`config.mk`:
```
export PLATFORM = sky130hd
export DESIGN_NAME = rlf_fifo
export DESIGN_NICKNAME = d
export VERILOG_FILES = /design/src/hw/rtl/assert_macros.svh /design/src/hw/rtl/rlf_fifo.sv
export SDC_FILE = /design/constraint.sdc
export NUM_CORES = 1
export LEC_CHECK = 0
export CORE_MARGIN = 5
export CORE_UTILIZATION = 41
export DETAILED_ROUTE_END_ITERATION = 12
export DONT_BUFFER_PORTS = 1
export MAX_ROUTING_LAYER = met4
export SYNTH_ARGS = -nofsm -noshare
export SYNTH_HDL_FRONTEND = slang
export SYNTH_SLANG_ARGS = --single-unit
```
`constraint.sdc`:
```
create_clock -name clk -period 2 [get_ports clk]
set_input_delay 0.2 -clock clk [delete_from_list [all_inputs] [get_ports clk]]
set_output_delay 0.2 -clock clk [all_outputs]
set_load 0.01 [all_outputs]
```
`src/hw/rtl/assert_macros.svh`:
```
// assertion macros used by the rtl back end
`ifndef ASSERT_MACROS_SVH
`define ASSERT_MACROS_SVH

// cond holds -> prop holds in the same cycle
`define RLF_ASSERT_IMPLY(label, ck, rn, cond, prop) \
    label: assert property (@(posedge ck) disable iff (!rn) (cond) |-> (prop)) \
        else $error("assertion failed");

// cond holds -> prop holds in the next cycle
`define RLF_ASSERT_NEXT(label, ck, rn, cond, prop) \
    label: assert property (@(posedge ck) disable iff (!rn) (cond) |=> (prop)) \
        else $error("assertion failed");

`endif

```
`src/hw/rtl/rlf_fifo.sv`:
```
// small register queue
module rlf_fifo #(
    parameter int WIDTH = 8,
    parameter int DEPTH = 2
) (
    input  logic             clk,
    input  logic             rst_n,
    input  logic             push,
    input  logic [WIDTH-1:0] wdata,
    output logic             full,
    input  logic             pop,
    output logic [WIDTH-1:0] rdata,
    output logic             empty
);
    localparam int AW = (DEPTH > 1) ? $clog2(DEPTH) : 1;
    localparam int CW = $clog2(DEPTH + 1);

    logic [WIDTH-1:0] mem_reg [DEPTH];
    logic [AW-1:0]    wr_ptr_reg;
    logic [AW-1:0]    rd_ptr_reg;
    logic [CW-1:0]    cnt_reg;
    logic             wr_en;
    logic             rd_en;

    assign full  = (cnt_reg == CW'(DEPTH));
    assign empty = (cnt_reg == '0);
    assign wr_en = push && !full;
    assign rd_en = pop && !empty;
    assign rdata = mem_reg[rd_ptr_reg];

    always_ff @(posedge clk)
    begin
        if (wr_en)
        begin
            mem_reg[wr_ptr_reg] <= wdata;
        end
    end

    always_ff @(posedge clk or negedge rst_n)
    begin
        if (!rst_n)
        begin
            wr_ptr_reg <= '0;
            rd_ptr_reg <= '0;
            cnt_reg    <= '0;
        end
        else
        begin
            if (wr_en)
            begin
                wr_ptr_reg <= (wr_ptr_reg == AW'(DEPTH - 1)) ? '0 : wr_ptr_reg + 1'b1;
            end
            if (rd_en)
            begin
                rd_ptr_reg <= (rd_ptr_reg == AW'(DEPTH - 1)) ? '0 : rd_ptr_reg + 1'b1;
            end
            if (wr_en && !rd_en)
            begin
                cnt_reg <= cnt_reg + 1'b1;
            end
            else if (rd_en && !wr_en)
            begin
                cnt_reg <= cnt_reg - 1'b1;
            end
        end
    end

endmodule

```
After elaboration in Yosys (flattened, before gate mapping)

Memories as Yosys holds them, arrays and structs flattened.
Cells that the tools add are included.

Flip-flop bits (word level): 4
Bits in latches: 0
RAM bits: 16
ROM bits: 0
Bits of input ports: 12
Output and inout bits: 10
Word-level logic and storage cells: 25
Memories kept: 1

Add/subtract/negate cells: 4
Multiply operators: 0
Divide/modulo/power cells: 0
$lt $le $gt $ge: 0
Equality and inequality tests: 1
Shifts and indexed selects: 0
Mux-type cells: 6
Bitwise gates (word level): 0
Reduce and logical (&&, ||, !) cells: 10

Memories:

| memory  | words | width | rd ports | clocked after memory_dff | write ports | RTL line       | source |
|---|---|---|---|---|---|---|---|
| mem_reg | 2     | 8     | 1        | 0                        | 1           | rlf_fifo.sv:18 | `logic [WIDTH-1:0] mem_reg [DEPTH];` |

Operators by type and width:

| cell                                              | count |
|---|---|
| logical AND 1 bit                                 | 4 |
| zero test 1 bit                                   | 4 |
| two-way mux 1 bit                                 | 4 |
| two-way mux 2 bit                                 | 2 |
| adder 1 bit (second input constant)               | 2 |
| adder 2 x 1 -> 2 bit (second input constant)      | 1 |
| == test 2 bit (second input constant)             | 1 |
| zero test 2 bit                                   | 1 |
| nonzero test 2 bit                                | 1 |
| subtractor 2 x 1 -> 2 bit (second input constant) | 1 |

Depth between registers and ports, before layout

Gate-level depths: netlist of run 1.

Depth after elaboration: 7
Mapped depth: 7
Depth with buffers taken out: 7

Least setup slack after synthesis of run 1

No wires, ideal clock.

Kind: reg-to-reg
Start point: register cnt_reg[0]
End point: memory mem_reg[0][0] (enable)
Arrival time: 1022 ps
Data required time: 1630 ps
Path slack: 608 ps
Cell stages (with the launch flop): 4
Period minus slack after synthesis: 1392 ps
Cells stage by stage: dfrtp_1 nand2b_1 nand2_2 nor2_1

Longest elaborated chain between the ends: 5

Ends and longest elaborated chain:

| what                                    | RTL line       | source |
|---|---|---|
| from (decl)                             | rlf_fifo.sv:21 | `logic [CW-1:0] cnt_reg;` |
| from (signal assigned)                  | rlf_fifo.sv:59 | `cnt_reg <= cnt_reg + 1'b1;` |
| from (signal assigned)                  | rlf_fifo.sv:63 | `cnt_reg <= cnt_reg - 1'b1;` |
| == test 2 bit                           | rlf_fifo.sv:25 | `assign full = (cnt_reg == CW'(DEPTH));` |
| zero test 1 bit                         | rlf_fifo.sv:27 | `assign wr_en = push && !full;` |
| logical AND 1 bit                       | rlf_fifo.sv:27 |  |
| two-way mux 1 bit                       | rlf_fifo.sv:33 | `if (wr_en)` |
| two-way mux 1 bit (not written as such) | rlf_fifo.sv:35 | `mem_reg[wr_ptr_reg] <= wdata;` |
| to (decl)                               | rlf_fifo.sv:18 |  |

Every way passes these cells.

Final worst setup path of run 1

Start point: register rd_ptr_reg
End point: output port rdata[1]

Longest elaborated chain between the ends: 1

Ends and longest elaborated chain:

| what                    | RTL line       | source |
|---|---|---|
| from (decl)             | rlf_fifo.sv:20 | `logic [AW-1:0] rd_ptr_reg;` |
| from (signal assigned)  | rlf_fifo.sv:55 | `rd_ptr_reg <= (rd_ptr_reg == AW'(DEPTH - 1)) ? '0 : rd_ptr_reg + 1'b1;` |
| memory read (2 x 8 bit) | n/a            |  |
| to (decl)               | rlf_fifo.sv:12 | `output logic [WIDTH-1:0] rdata,` |

Every way passes these cells.

==> impl_results.md, run 1 <==
- # clock sinks: 20
- GR Overflow Total: 0
- Wirelength per Cell: 14.43 um
- Die X: 53.67 um
- CP Capture Type: output port
- Syn nets: 57
- Clk buf depth: 2
- Fin util: 52.84%
- Fillers: 154
- Yosys top cell by area: edfxtp_1
- Initial antenna violation count: 0
- Chip Height: 53.67 um
- Floorplan Core Area: 1764 um2
- Setup bufs post-CTS: 0
- Drt first pass iters: 3
- Switch share: 32.49%
- Fin. max-slew vios: 0
- Clk slew on worst S/H paths: 0.11 ns
- #FFs+latches synth: 20
- Global placer's final weighted congestion: 0.8002
- Area growth from synthesis to layout: 19.20%
- Number of port buffers: 0
- Ys async rst share: 20.00%
- DRT iter0 DRCs: 2
- Slew @ Worst Pin: 0.3932 ns
- Via Count: 385
- Top cell type's share of synthesized area: 61.44%
- Synth warn: 0
- Vias per cell: 4.695
- Clk Latency, worst-skew pair: 0.29 ns
- Top FF cell, synth: edfxtp_1
- Row count: 15
- Worst Path Arrival: 1.29 ns
- Power share of the sequential group: 55.1%
- Largest net degree at the start of global routing: 12
- Post-Route WL: 1183 um
- Max reg flops: 16
- Final Skew: 0.01088 ns
- Placed insts: 69
- Antenna Nets Post-Route: 0
- Required @ worst endpoint: 1.80 ns
- Total track usage: 9.515%
- Slowest CP cell: dfrtp_1
- Worst Path Buf+Inv: 0
- Number of remaining DRC errors: 0
- Comb pwr share: 29.7%
- CTS tree: done
- Share of cells above drive strength 1: 14.04%
- Peak VDD IR: 0.7743 mV
- Endpoints failing setup: 0
- Starting density of the core: 44.33%
- Psw: 0.3960 mW
- Tightest Hold Check Type: in -> reg
- Setup_tns: 0 ns
- H-Tree Depth: 1
- Distinct cell type count after synthesis: 15
- Crit path cell chain: mux2_1
- Post-route cell area: 932.1 um2
- Internal power: 0.8230 mW
- Period minus WS final: 1.494 ns
- Ports: 22
- Cts bufs inserted: 3
- Placed Instance Area: 815.8 um2
- Vias in the first global route: 420
- Cells after synthesis: 44
- Cell Pwr Density: 1308 nW/um2
- Fmax: 0.6695 GHz
- Critical Path Max Stage Delay: 0.59 ns
- EDFF count, synth: 16
- Number of max-cap violations: 0
- Outcome: finished clean
- CP Launch Type: flip-flop
- Synthesized cell area: 782.0 um2
- RSZ-0062 raised after global routing: no
- CP delay by family, top: flip-flops
- First-pass GRT wire length: 1849 um
- Final worst-path cycle share: 74.68%
- Leak pwr: 0.3481 nW
- CP Max Fanout: 9
- Clock share of power: 15.2%
- Relative slew slack: 73.78%
- Crit Path Class: reg -> out
- Avg Cell Area, Syn: 17.77 um2
- Non-filler cells in the finished layout: 82
- Root buffer cell: clkbuf_4
- Post-synthesis sequential area ratio: 74.24%
- Post-CTS Resized: 0
- N_diodes: 0
- Final Hold Viols: 0
- Final net count: 71
- Die ar.: 2880 um2
- Synth top area cells: edfxtp_1, dfrtp_1, mux2_1
- DP Wirelength: 833.8 um
## stage by stage
step	power (mW)	worst slack [ns]	hold WS, ns
final	1.219	0.5064	0.06932
after global routing	1.297	0.4047	0.06581
after CTS	1.237	0.4781	0.06751
after detailed placement	1.033	0.5397	-0.09551
after global placement	1.017	0.5981	-0.09549
after floorplan	0.9631	0.6079	-0.09559
## power groups by stage
stage | combinational [mW] | clock [mW] | sequential, mW
2_1_floorplan | 0.329 | 0 | 0.634
3_3_place_gp | 0.342 | 0 | 0.674
3_5_place_dp | 0.349 | 0 | 0.684
4_1_cts | 0.371 | 0.192 | 0.674
5_1_grt | 0.399 | 0.210 | 0.689
6_report | 0.362 | 0.185 | 0.672
## timing repair
action	in CTS	in global routing
hold buffers	9	0
hold endpoints to repair	20	0
setup endpoints to repair	0	0
## per-layer routing
layer | GRT usage (%) | vias to the layer above | wire length (um)
li1 | - | 185 | -
met3 | 3.601 | 0 | 83
met4 | 2.553 | 0 | 0
met1 | 9.857 | 188 | 488
met2 | 16.73 | 12 | 611
met5 | - | - | 0
## cells in the mapped netlist (2+ instances only)
library cell	instances
nor2_1	3
mux2_2	2
mux2_1	6
xor2_1	2
inv_1	2
dfrtp_1	4
xnor2_1	2
edfxtp_1	16
## cell type report
class / instances / area, um2 / area share (%)
flip-flops and latches: 20 / 580.6 / 62.28
inverters: 2 / 7.507 / 0.8054
well taps: 25 / 31.28 / 3.356
clock inverters: 1 / 3.754 / 0.4027
repair buffers: 10 / 97.59 / 10.47
clock buffers: 3 / 22.52 / 2.416
multi-input cells: 21 / 188.9 / 20.27
## cell usage in the layout, fill, tap and decap left out
| cell | Yosys | routed |
|---|---|---|
| xnor2_1 | 2 | 2 |
| mux2_2 | 2 | 2 |
| nor2_1 | 3 | 3 |
| dfrtp_1 | 4 | 4 |
| o21ai_1 | 1 | 1 |
| edfxtp_1 | 16 | 16 |
| xor2_1 | 2 | 2 |
| nand2_2 | 1 | 1 |
| inv_1 | 2 | 2 |
| dlygate4sd3_1 | 0 | 9 |
| mux2_1 | 6 | 6 |
| xnor2_2 | 1 | 1 |
| clkinv_1 | 0 | 1 |
| clkbuf_4 | 0 | 3 |
| nand2b_1 | 1 | 1 |
| and3_1 | 1 | 1 |
| ha_1 | 1 | 1 |
| buf_4 | 0 | 1 |
## cells by family (layout without fill, tap and decap cells)
kind of cell	after synthesis	count (layout)	synth area share, %
buffers and inverters	3	16	1.600
adders and majority gates	1	1	1.600
AOI/OAI and AO/OA	1	1	0.6394
muxes	8	8	11.52
DFF	20	20	74.24
xor gates and xnor gates	5	5	6.561
and+or+nand+nor	6	6	3.841
## worst paths after layout
check / startpoint / endpoint / slack [ns] / cells past startpoint
setup / recovery: rd_ptr_reg / rdata[1] / 0.51 / 1
hold / removal: push / wr_ptr_reg / 0.07 / 2
setup reg to reg: cnt_reg[0] / cnt_reg[1] / 0.52 / 6
hold reg to reg: wr_ptr_reg / wr_ptr_reg / 0.53 / 1
max in group asynchronous: rst_n / cnt_reg[1] / 1.66 / 1
min in group asynchronous: rst_n / wr_ptr_reg / 0.16 / 1
Note: power is estimated with default switching activity, not from simulation.
==> run 2: changes to the inputs <==
- clock period: 2 -> 1.4 ns (I/O delays scaled with it)
==> run 2 against run 1 <==
  * Final cell count increased by 9.8%
  * Largest power group unchanged
  * Worst hold slack gained 0.039 ns
  * Sequential power is 46% higher
  * Clock power increased by 40%
  * Clock skew down 0.0013 ns
  * Clock-buffer cell count is 1 higher
  * Register-to-register slack worse by 0.47 ns
  * Cell area increased by 11%
==> impl_results.md, run 2 (synthesized netlist as in run 1, its figures left out) <==
- Final net count: 79
- DRT iter0 DRCs: 2
- Crit path cell chain: buf_4, o21ai_4, ha_4, xor2_1, nor2_2, xor2_1
- Slew @ Worst Pin: 0.2208 ns
- Placed Instance Area: 853.3 um2
- Crit Path Class: reg -> reg
- Fin. max-slew vios: 0
- Tightest Hold Check Type: in -> reg
- Post-route cell area: 1031 um2
- Root buffer cell: clkbuf_4
- Area growth from synthesis to layout: 31.84%
- Multi-input logic area: 222.7 um2
- Fmax: 0.7408 GHz
- CP Launch Type: flip-flop
- DP Wirelength: 939.4 um
- Cell Pwr Density: 1915 nW/um2
- Register area: 583.1 um2
- N_diodes: 0
- Number of port buffers: 0
- Outcome: finished clean
- Final Skew: 0.009555 ns
- Most common cell after layout, fill and taps aside: edfxtp_1
- Required @ worst endpoint: 1.56 ns
- Endpoints failing setup: 0
- Number of max-cap violations: 0
- Final worst-path cycle share: 96.42%
- Via Count: 414
- Worst path most repeated cell: xor2_1
- CP Max Fanout: 4
- Most frequent cells in the layout: edfxtp_1, dlygate4sd3_1, buf_4, mux2_1, clkbuf_4
- Die X: 53.67 um
- Starting density of the core: 44.33%
- Drt first pass iters: 2
- FF-to-FF Start: cnt_reg[0]
- Die ar.: 2880 um2
- Worst Path Arrival: 1.51 ns
- Fillers: 141
- Final worst setup slack: 0.05017 ns
- Vias in the first global route: 433
- Row count: 15
- Initial antenna violation count: 0
- Hold_sp: push
- Slowest CP cell: dfrtp_1
- Post-Route WL: 1241 um
- First-pass GRT wire length: 1911 um
- Floorplan Core Area: 1764 um2
- Critical Path Max Stage Delay: 0.42 ns
- Antenna Nets Post-Route: 0
- H-Tree Depth: 1
- # clock sinks: 20
- Worst setup path start: cnt_reg[0]
- Place WS: 0.002317 ns
- CTS tree: done
- Max reg flops: 16
- Leak pwr: 0.3908 nW
- Total track usage: 9.806%
- Ports: 22
- Global placer's final weighted congestion: 0.8892
- Cts bufs inserted: 3
- CP Capture Type: flip-flop
- Largest net degree at the start of global routing: 12
- Peak VDD IR: 1.215 mV
- Number of remaining DRC errors: 0
- Wirelength per Cell: 13.79 um
- Clk Latency, worst-skew pair: 0.28 ns
- R2R Setup Slk: 0.05 ns
- GR Overflow Total: 0
- Chip Height: 53.67 um
- Clk slew on worst S/H paths: 0.09 ns
- Share of cells above drive strength 1: 33.85%
- Period minus WS final: 1.350 ns
- Vias per cell: 4.600
- Relative slew slack: 85.22%
- Final Hold Viols: 0
- Clk buf depth: 2
## run 2: final timing paths
| path | cells past startpoint | to |
|---|---|---|
| worst max-delay path | 6 | cnt_reg[1] |
| max in group asynchronous | 1 | rd_ptr_reg |
| min in group asynchronous | 1 | wr_ptr_reg |
| worst min-delay path | 3 | wr_ptr_reg |
| worst max register to register | 6 | cnt_reg[1] |
| worst min register to register | 1 | wr_ptr_reg |
## run 2: where the power goes
| part | switching (mW) | internal (mW) | total, mW |
|---|---|---|---|
| clock network | 0.149 | 0.110 | 0.259 |
| registers | 0.141 | 0.837 | 0.978 |
| logic | 0.344 | 0.393 | 0.737 |
| total | 0.634 | 1.34 | 1.97 |
## run 2: cell type report
cell class	instances	area share, %
Clock buffer	4	2.549
Inverter	2	0.7282
Multi-Input combinational cell	21	21.60
Sequential cell	20	56.55
Tap cell	25	3.034
Timing Repair Buffer	18	15.53
## run 2: critical path, delay by kind of cell, from the launching register on
kind	cells	cell delay, ns
flip-flops	1	0.42
XOR/XNOR	2	0.30
AO/OA/AOI/OAI	1	0.16
buffers and inverters	1	0.15
adder cells (fa/ha/maj)	1	0.15
AND/OR/NAND/NOR	1	0.05
## run 2: timing repair
item / CTS / global route
gates resized for setup: 2 / 6
pin swaps: 1 / 3
hold buffers: 9 / 1
hold endpoints to repair: 20 / 1
endpoints found under the setup margin: 9 / 1
buffers inserted: 0 / 2
## run 2: metrics by stage
step	cells	power (mW)	utilization (%)	hold WS [ns]	TNS, ns
after detailed placement	74	1.582	48.37	-0.1555	0
after CTS	87	1.899	55.46	0.07798	0
after global placement	74	1.534	48.37	-0.1555	0
after global routing	90	2.106	58.44	0.08051	-0.02333
after floorplan	44	1.376	-	-0.1556	0
final	90	1.974	58.44	0.1081	0
## run 2: routing by layer
layer / share of wire [%] / wire, um / GRT usage [%] / vias up
met3: 7.3 / 90 / 3.878 / 0
li1: - / - / - / 198
met5: 0 / 0 / - / -
met4: 0 / 0 / 2.553 / 0
met2: 54 / 676 / 17.54 / 10
met1: 38 / 473 / 9.821 / 206
