`src/hw/rtl/assert_macros.svh`:
```
// assertion macros used by the rtl back end
`ifndef ASSERT_MACROS_SVH
`define ASSERT_MACROS_SVH

// cond holds -> prop holds in the same cycle
`define RLF_ASSERT_IMPLY(label, ck, rn, cond, prop) \
    label: assert property (@(posedge ck) disable iff (!rn) (cond) |-> (prop)) \
        else $error("assertion failed");

// cond holds -> prop holds in the next cycle
`define RLF_ASSERT_NEXT(label, ck, rn, cond, prop) \
    label: assert property (@(posedge ck) disable iff (!rn) (cond) |=> (prop)) \
        else $error("assertion failed");

`endif

```
`src/hw/rtl/rlf_pkg.sv`:
```
// shared types and constants of the running line fit unit
package rlf_pkg;

    // fixed widths of the running sums and fields
    localparam int CNT_W   = 16;
    localparam int SX_W    = 32;
    localparam int SY_W    = 40;
    localparam int SXX_W   = 48;
    localparam int SXY_W   = 64;
    localparam int SYY_W   = 64;
    localparam int MIN_W   = 16;
    localparam int DMAX_W  = 24;
    localparam int TMAX_W  = 24;
    localparam int SLOPE_W = 32;
    localparam int ICP_W   = 40;
    localparam int R2_W    = 21;

    localparam logic [MIN_W-1:0] MIN_DIST_RST = 16'd50;

    // intermediate magnitudes
    localparam int D_W    = 64;
    localparam int NXY_W  = 80;
    localparam int NYY_W  = 80;
    localparam int ICPM_W = 96;
    localparam int TMP_W  = 160;

    // shared multiplier: 32x32 limbs, up to three limbs per operand
    localparam int LIMB_W    = 32;
    localparam int MUL_LIMBS = 3;
    localparam int MUL_W     = LIMB_W * MUL_LIMBS;
    localparam int PROD_W    = 2 * MUL_W;

    // shared divider
    localparam int DIV_NW = 184;
    localparam int DIV_DW = 146;
    localparam int QUO_W  = 40;
    localparam int LOW_W  = 64;

    localparam logic [22:0]     SLOPE_SCALE = 23'd6553600;
    localparam logic [5:0]      SLOPE_QB    = 6'd32;
    localparam logic [5:0]      ICP_QB      = 6'd40;
    localparam logic [5:0]      R2_QB       = 6'd21;
    localparam logic [R2_W-1:0] R2_ONE      = 21'd1048576;

    typedef logic [1:0] status_t;
    localparam status_t ST_OK   = 2'd0;
    localparam status_t ST_BAD  = 2'd1;
    localparam status_t ST_FULL = 2'd2;

    typedef struct packed {
        status_t             status;
        logic [CNT_W-1:0]    count;
        logic [SX_W-1:0]     sx;
        logic [SY_W-1:0]     sy;
        logic [SXX_W-1:0]    sxx;
        logic [SXY_W-1:0]    sxy;
        logic [SYY_W-1:0]    syy;
    } snap_t;

    typedef struct packed {
        status_t             status;
        logic [CNT_W-1:0]    count;
        logic                fit_valid;
        logic [SLOPE_W-1:0]  slope;
        logic [ICP_W-1:0]    intercept;
        logic [R2_W-1:0]     r2;
    } res_t;

    typedef struct packed {
        logic       start;
        logic [1:0] la;
        logic [1:0] lb;
    } mul_req_t;

    typedef struct packed {
        logic       start;
        logic [5:0] qbits;
    } div_req_t;

endpackage

```
`src/hw/rtl/rlf_front.sv`:
```
// front end: takes points, classifies them and keeps the running sums
module rlf_front #(
    parameter int DIST_WIDTH  = 16,
    parameter int TICK_WIDTH  = 24,
    parameter int COUNT_WIDTH = 16
) (
    input  logic                          clk,
    input  logic                          rst_n,
    input  logic                          push,
    output logic                          full,
    input  logic [DIST_WIDTH-1:0]         distance,
    input  logic signed [TICK_WIDTH-1:0]  ticks,
    input  logic                          cfg_we,
    input  logic [rlf_pkg::MIN_W-1:0]     cfg_wdata,
    input  logic                          snap_full,
    output logic                          snap_push,
    output rlf_pkg::snap_t                snap_data
);
    import rlf_pkg::*;

    typedef enum logic [1:0] {F_IDLE, F_MUL, F_ADD} state_t;

    localparam logic [CNT_W-1:0] CNT_MAX = CNT_W'((32'd1 << COUNT_WIDTH) - 32'd1);

    state_t               state_reg;
    logic [MIN_W-1:0]     min_reg;
    logic [DMAX_W-1:0]    d_reg;
    logic [TMAX_W-1:0]    t_reg;
    status_t              status_reg;
    logic [2*DMAX_W-1:0]  dd_reg;
    logic [2*DMAX_W-1:0]  dt_reg;
    logic [2*TMAX_W-1:0]  tt_reg;
    logic [CNT_W-1:0]     cnt_reg;
    logic [SX_W-1:0]      sx_reg;
    logic [SY_W-1:0]      sy_reg;
    logic [SXX_W-1:0]     sxx_reg;
    logic [SXY_W-1:0]     sxy_reg;
    logic [SYY_W-1:0]     syy_reg;

    logic                 accept;
    logic [DMAX_W-1:0]    d_in;
    logic                 t_pos;
    snap_t                snap_next;

    assign full   = (state_reg != F_IDLE) || snap_full;
    assign accept = push && !full;
    assign d_in   = DMAX_W'(distance);
    assign t_pos  = !ticks[TICK_WIDTH-1] && (ticks != '0);

    // sums after the point in flight, unchanged for a rejected point
    always_comb
    begin
        snap_next.status = status_reg;
        snap_next.count  = cnt_reg;
        snap_next.sx     = sx_reg;
        snap_next.sy     = sy_reg;
        snap_next.sxx    = sxx_reg;
        snap_next.sxy    = sxy_reg;
        snap_next.syy    = syy_reg;
        if (status_reg == ST_OK)
        begin
            snap_next.count = cnt_reg + 1'b1;
            snap_next.sx    = sx_reg + SX_W'(d_reg);
            snap_next.sy    = sy_reg + SY_W'(t_reg);
            snap_next.sxx   = sxx_reg + SXX_W'(dd_reg);
            snap_next.sxy   = sxy_reg + SXY_W'(dt_reg);
            snap_next.syy   = syy_reg + SYY_W'(tt_reg);
        end
    end

    assign snap_push = (state_reg == F_ADD);
    assign snap_data = snap_next;

    always_ff @(posedge clk or negedge rst_n)
    begin
        if (!rst_n)
        begin
            state_reg  <= F_IDLE;
            min_reg    <= MIN_DIST_RST;
            status_reg <= ST_OK;
            cnt_reg    <= '0;
            sx_reg     <= '0;
            sy_reg     <= '0;
            sxx_reg    <= '0;
            sxy_reg    <= '0;
            syy_reg    <= '0;
        end
        else
        begin
            if (cfg_we)
            begin
                min_reg <= cfg_wdata;
            end
            unique case (state_reg)
                F_IDLE:
                begin
                    if (accept)
                    begin
                        d_reg <= d_in;
                        t_reg <= TMAX_W'($unsigned(ticks));
                        priority if ((d_in <= DMAX_W'(min_reg)) || !t_pos)
                        begin
                            status_reg <= ST_BAD;
                        end
                        else if (cnt_reg >= CNT_MAX)
                        begin
                            status_reg <= ST_FULL;
                        end
                        else
                        begin
                            status_reg <= ST_OK;
                        end
                        state_reg <= F_MUL;
                    end
                end
                F_MUL:
                begin
                    dd_reg    <= d_reg * d_reg;
                    dt_reg    <= d_reg * t_reg;
                    tt_reg    <= t_reg * t_reg;
                    state_reg <= F_ADD;
                end
                F_ADD:
                begin
                    cnt_reg   <= snap_next.count;
                    sx_reg    <= snap_next.sx;
                    sy_reg    <= snap_next.sy;
                    sxx_reg   <= snap_next.sxx;
                    sxy_reg   <= snap_next.sxy;
                    syy_reg   <= snap_next.syy;
                    state_reg <= F_IDLE;
                end
                default:
                begin
                    state_reg <= F_IDLE;
                end
            endcase
        end
    end

endmodule

```
`config.mk`:
```
export PLATFORM = sky130hd
export DESIGN_NAME = rlf_front
export DESIGN_NICKNAME = d
export VERILOG_FILES = /design/src/hw/rtl/assert_macros.svh /design/src/hw/rtl/rlf_pkg.sv /design/src/hw/rtl/rlf_front.sv
export SDC_FILE = /design/constraint.sdc
export NUM_CORES = 2
export LEC_CHECK = 0
export ABC_AREA = 1
export BUFFER_PORTS_ARGS = -buffer_cell sky130_fd_sc_hd__buf_2
export CORE_ASPECT_RATIO = 2
export CORE_UTILIZATION = 40
export DETAILED_ROUTE_END_ITERATION = 7
export GPL_TIMING_DRIVEN = 0
export PLACE_DENSITY = 0.61
export REMOVE_ABC_BUFFERS = 1
export SKIP_CTS_REPAIR_TIMING = 1
export SYNTH_ARGS = -nofsm -noshare
export SYNTH_HDL_FRONTEND = slang
export SYNTH_SLANG_ARGS = --single-unit
```
`constraint.sdc`:
```
create_clock -name clk -period 9 [get_ports clk]
set_clock_uncertainty 0.15 [all_clocks]
set_input_delay 0 -clock clk [delete_from_list [all_inputs] [get_ports clk]]
set_output_delay 0 -clock clk [all_outputs]
set_load 0.05 [all_outputs]
```
; ---- Word level (Yosys, flattened, before mapping)
; Index checks and enable logic that the tools add are counted.
[classes]
n_addsub = 6
multipliers = 3
n_lt_le_gt_ge = 2
n_eq_ne = 3
mux = 5
reduce_logical = 14
[ops]
columns = cell, count
row1 = $mux 264, 1
row2 = $add 64x48->64, 2
row3 = $add 48x48->48, 1
row4 = $mul 24x24->48, 1
row5 = $add 40x24->40, 1
row6 = $mul 16x24->40, 1
row7 = $add 32x16->32, 1
row8 = $mul 16x16->32, 1
row9 = $reduce_bool 24->1, 1
row10 = $add 16x1->16 const B, 1
row11 = $ge 16x16->1 const B, 1
row12 = $le 16x16->1, 1
row13 = $mux 2, 3
row14 = $logic_not 2->1, 2
row15 = $pmux 2 s2, 1
row16 = $reduce_and 2->1, 2
row17 = $logic_not 1->1, 3
row18 = $reduce_and 3->1, 1
row19 = $eq 2x1->1 const B, 1
row20 = $eq 2x2->1 const B, 1
row21 = $logic_and 1x1->1, 2
row22 = $logic_or 1x1->1, 2
row23 = $ne 2x2->1 const B, 1
row24 = $reduce_bool 2->1, 1
[word_totals]
regBits = 468

; ---- Logic depth before layout (Yosys ltp)
[logic_depth]
ltp_word = 6
mapped_depth = 30
mapped_depth_nobuf = 29

; ---- Worst setup path after synthesis
; No wires, ideal clock.
[synth_path]
kind = reg-to-reg
startpoint = reg state_reg[0]
endpoint = reg dd_reg[0], enable pin
setup_ns = 0.740
arrival_ns = 8.395
t_required_ns = 8.110
setup_slack_ns = -0.285
stages_incl_launch_ff = 3
path_buffers = 0
synth_period_minus_slack_ns = 9.285
cell_sequence = dfrtp_1 > inv_1 > nor3_1
[synth_via]
elab_chain_len = 2
[synth_lines]
columns = element, line
row1 = from (decl), rlf_front.sv:25  ; state_t state_reg;
row2 = from (signal assigned), rlf_front.sv:78  ; state_reg <= F_IDLE;
row3 = from (signal assigned), rlf_front.sv:113  ; state_reg <= F_MUL;
row4 = from (signal assigned), rlf_front.sv:121  ; state_reg <= F_ADD;
row5 = $eq 2x1->1, rlf_front.sv:94  ; unique case (state_reg)
row6 = $reduce_and 2->1 (no source line), n/a
row7 = to (signal assigned), rlf_front.sv:118  ; dd_reg <= d_reg * d_reg;
row8 = to (decl), rlf_front.sv:30  ; logic [2*DMAX_W-1:0] dd_reg;
; Every way passes these cells.
; A chain may end at the register's enable or synchronous reset.

; ---- Worst setup path after layout
[layout_path]
startpoint = reg t_reg[8]
endpoint = reg tt_reg[43], data pin
[layout_via]
elab_chain_len = 1
[layout_lines]
columns = element, line
row1 = from (decl), rlf_front.sv:28  ; logic [TMAX_W-1:0] t_reg;
row2 = from (signal assigned), rlf_front.sv:100  ; t_reg <= TMAX_W'($unsigned(ticks));
row3 = $mul 24x24->48, rlf_front.sv:120  ; tt_reg <= t_reg * t_reg;
row4 = to (signal assigned), rlf_front.sv:120
row5 = to (decl), rlf_front.sv:32  ; logic [2*TMAX_W-1:0] tt_reg;
; Every way passes these cells.

==> flow_summary.yaml <==
status:
  status: "finished clean"
flow_run:
  maxCapViolations: 0
yosys:
  ys_seq_elements: 442
  synth_seq_area_share: 0.1682
  synthFlopType: "dfrtp_1"
  synth_enable_flop_cells: 158
  netlist_area_um2: 70500
  netlist_instances: 9759
  postSynth.asyncResetShare: 0.6425
  synth.avg_cell_area_um2: 7.224
  synth_cell_type_count: 59
  yosysWarnings: 0
power_and_ir_drop:
  power.total_uw: 29290
  p_clk_frac: 0.083
  power_switching_share: 0.6001
  seq_power_share: 0.126
  p_leak_uw: 0.04407
  p_sw_uw: 17580
  pwr_density_cell_nw_per_um2: 363.8
  p_int_uw: 11720
  peakVddDrop_v: 0.0004093
  p_comb_frac: 0.791
floorplan:
  ioPinCount: 329
  start_util: 0.4032
  die_w_um: 298.9
  die_area_um2: 178000
  die_h_um: 595.7
  core_area_um2: 174900
  row_count: 217
final_layout:
  fill_cells: 17550
  multi_input_area_um2: 48950
  seqCellArea_um2: 11860
  nNetsFinal: 11660
  area_delta_synth_final_pct: 14.21
  fin_util: 0.4605
  final_layout_size_suffix_gt1_frac: 0.06775
placement:
  pre_cts_ws_ps: 1306
  dp_hpwl_um: 206500
  io_buffers: 328
  gp_congestion: 1.075
clocking:
  cts-root-buf: "clkbuf_16"
  path_clk_slew_ps: 70
  clock-sinks: 442
  cts_max_level: 2
  cts_max_path_buffers: 3
  insertion_delay_ps: 750
  cts_tree: "done"
  cts_buffers: 52
global_routing:
  grt_overflow: 0
  global_route.usage.met3: 0.03029
  grt_max_degree: 107
  antenna_found_initial: 11
  grt_pass1_vias: 67120
  grt_usage: 0.2767
  grt_pass1_wl_um: 375500
  use_met1: 0.2743
  met2_usage: 0.5346
  busiest_layer: "met2"
routing:
  dr.pass1.iters: 6
  vias: 63530
  wl_per_cell_um: 19.76
  drt-vias-per-instance: 5.087
  first_iter_violations: 3476
  ant_nets: 0
  route.detailed.drc: 0
  routed_wl_um: 246800
sta:
  layout_worst_path_cycle_share: 0.8604
  hold_viol_final: 0
  max_freq_mhz: 129.1
  slew_viol_final: 0
  rsz0062_at_grt: "no"
  fin_crit_ps: 7744
  max_slew_margin: 0.1934
  tightest_slew_ps: 1197
  setup_viol: 0
  fin_ws_ps: 1256
setup_path:
  end_kind: "register"
  path_max_fanout: 18
  r2r_setup_slack_ps: 1260
  regToRegStartpoint: "t_reg[8]"
  timing.rr.end: "tt_reg[43]"
  crit_required_ps: 9290
  crit_type: "reg2reg"
  rr_worst_depth: 23
  worstPathArrival_ps: 8040
  critPathLaunchType: "register"
hold_path:
  hp-start: "ticks[23]"
  holdPathStages: 6
  hp-class: "in2reg"
  hold_path_end: "status_reg[1]"
==> stage by stage <==
step           instances  hold WS [ps]  TNS [ps]  cell area (um^2)
3_5_place_dp       12240        -192.6         0             77090
2_1_floorplan       9481        -445.6  -2538660             69390
6_report           12490         145.3         0             80520
4_1_cts            12340        -959.9         0             78990
3_3_place_gp       12110         46.11         -             73910
5_1_grt            12490         144.7         0             80510
==> logic make-up (layout without fill, tap and decap cells) <==
kind of cell / count (synthesis) / count (layout) / share of synthesized area
buffers and inverters: 2571 / 2997 / 0.1379
and+or+nand+nor: 4179 / 4179 / 0.2426
adders and majority gates: 1456 / 1456 / 0.3537
muxes: 1 / 1 / 0.0001597
xor gates and xnor gates: 216 / 216 / 0.02683
other: 0 / 5 / 0
AOI/OAI and AO/OA: 894 / 894 / 0.07067
DFF: 442 / 442 / 0.1682
==> cells in the mapped netlist, types with 14 or more instances <==
cell type | instances | share of area
nand2_1 | 2926 | 0.16
inv_1 | 2291 | 0.12
fa_1 | 895 | 0.25
ha_1 | 561 | 0.10
nor2_1 | 531 | 0.028
nand3_1 | 368 | 0.026
o21ai_0 | 342 | 0.024
a21oi_1 | 315 | 0.022
dfrtp_1 | 281 | 0.10
clkbuf_1 | 204 | 0.011
edfxtp_1 | 158 | 0.067
xor2_1 | 123 | 0.015
xnor2_1 | 93 | 0.012
nor3_1 | 64 | 0.0045
nand4_1 | 61 | 0.0054
and2_1 | 56 | 0.0050
or2_2 | 42 | 0.0037
buf_1 | 39 | 0.0021
a31oi_1 | 35 | 0.0031
o21ai_1 | 34 | 0.0024
o21bai_1 | 34 | 0.0036
nand3b_1 | 33 | 0.0035
nor4_1 | 29 | 0.0026
o21a_1 | 29 | 0.0031
buf_2 | 27 | 0.0019
nand2_2 | 24 | 0.0021
o21ai_2 | 20 | 0.0025
a21o_1 | 19 | 0.0020
nand3_2 | 18 | 0.0026
o211ai_1 | 17 | 0.0018
a21boi_0 | 14 | 0.0015
==> area by class of cell <==
cell class / count / area share
repair buffers: 606 / 0.07826
clock inverters: 39 / 0.006993
multi-input cells: 6746 / 0.6080
diodes: 5 / 0.0001554
inverters: 2293 / 0.1071
well taps: 2299 / 0.03573
flip-flops and latches: 442 / 0.1472
clock buffers: 59 / 0.01661
==> layout by cell type, fill, tap and decap left out, drive strengths merged, types with 2 or more instances in the layout <==
cell,count
a211oi,5
a21boi,16
a21o,19
a21oi,321
a31oi,35
and2,56
and3,6
buf,459
bufinv,9
clkbuf,59
clkinv,15
clkinvlp,5
dfrtp,281
dfstp,3
diode,5
dlygate4sd3,147
edfxtp,158
fa,895
ha,561
inv,2303
nand2,2950
nand2b,3
nand3,386
nand3b,33
nand4,61
nor2,538
nor3,69
nor3b,2
nor4,29
o211ai,19
o21a,29
o21ai,396
o21bai,35
o22ai,13
or2,45
xnor2,93
xor2,123
==> worst max-delay path, stage by stage (launching register included) <==
cell and delay, ps:
edfxtp_1 990, buf_16 250, buf_16 180, nand2_1 90, fa_1 550, inv_1 90
fa_1 530, inv_1 60, fa_1 480, fa_1 520, inv_1 50, fa_1 450
fa_1 520, inv_1 50, fa_1 470, inv_1 40, ha_1 370, nand2_1 140
nor2_1 120, inv_1 100, nor4_1 570, nand4_1 350, nand4_1 190, nand2_1 120
==> power groups by stage <==
stage	Combinational (uW)	Clock [uW]	Sequential [uW]
after floorplan	15700	0	3540
after global placement	22700	0	3790
after detailed placement	23000	0	3710
after CTS	23200	2490	3680
after global routing	25600	2540	3740
final	23200	2430	3690
==> metal layers <==
metal,part of all wire,routed length [um],vias to the layer above
met3,0.041,10230,742
met2,0.54,133400,1864
li1,-,-,30190
met1,0.34,84140,30740
met4,0.077,18990,4
met5,0.00013,32,-
==> worst max-delay path by stage <==
| stage | to | from | slack, ps |
|---|---|---|---|
| 2_1_floorplan | cnt_reg[7] | state_reg[1] | -12660 |
| 3_3_place_gp | sy_reg[14] | state_reg[1] | -44540 |
| 3_5_place_dp | tt_reg[43] | t_reg[8] | 1310 |
| 4_1_cts | tt_reg[43] | t_reg[8] | 1260 |
| 5_1_grt | tt_reg[43] | t_reg[8] | 960 |
| 6_report | tt_reg[43] | t_reg[8] | 1260 |
(Power assumes the default switching activity.)
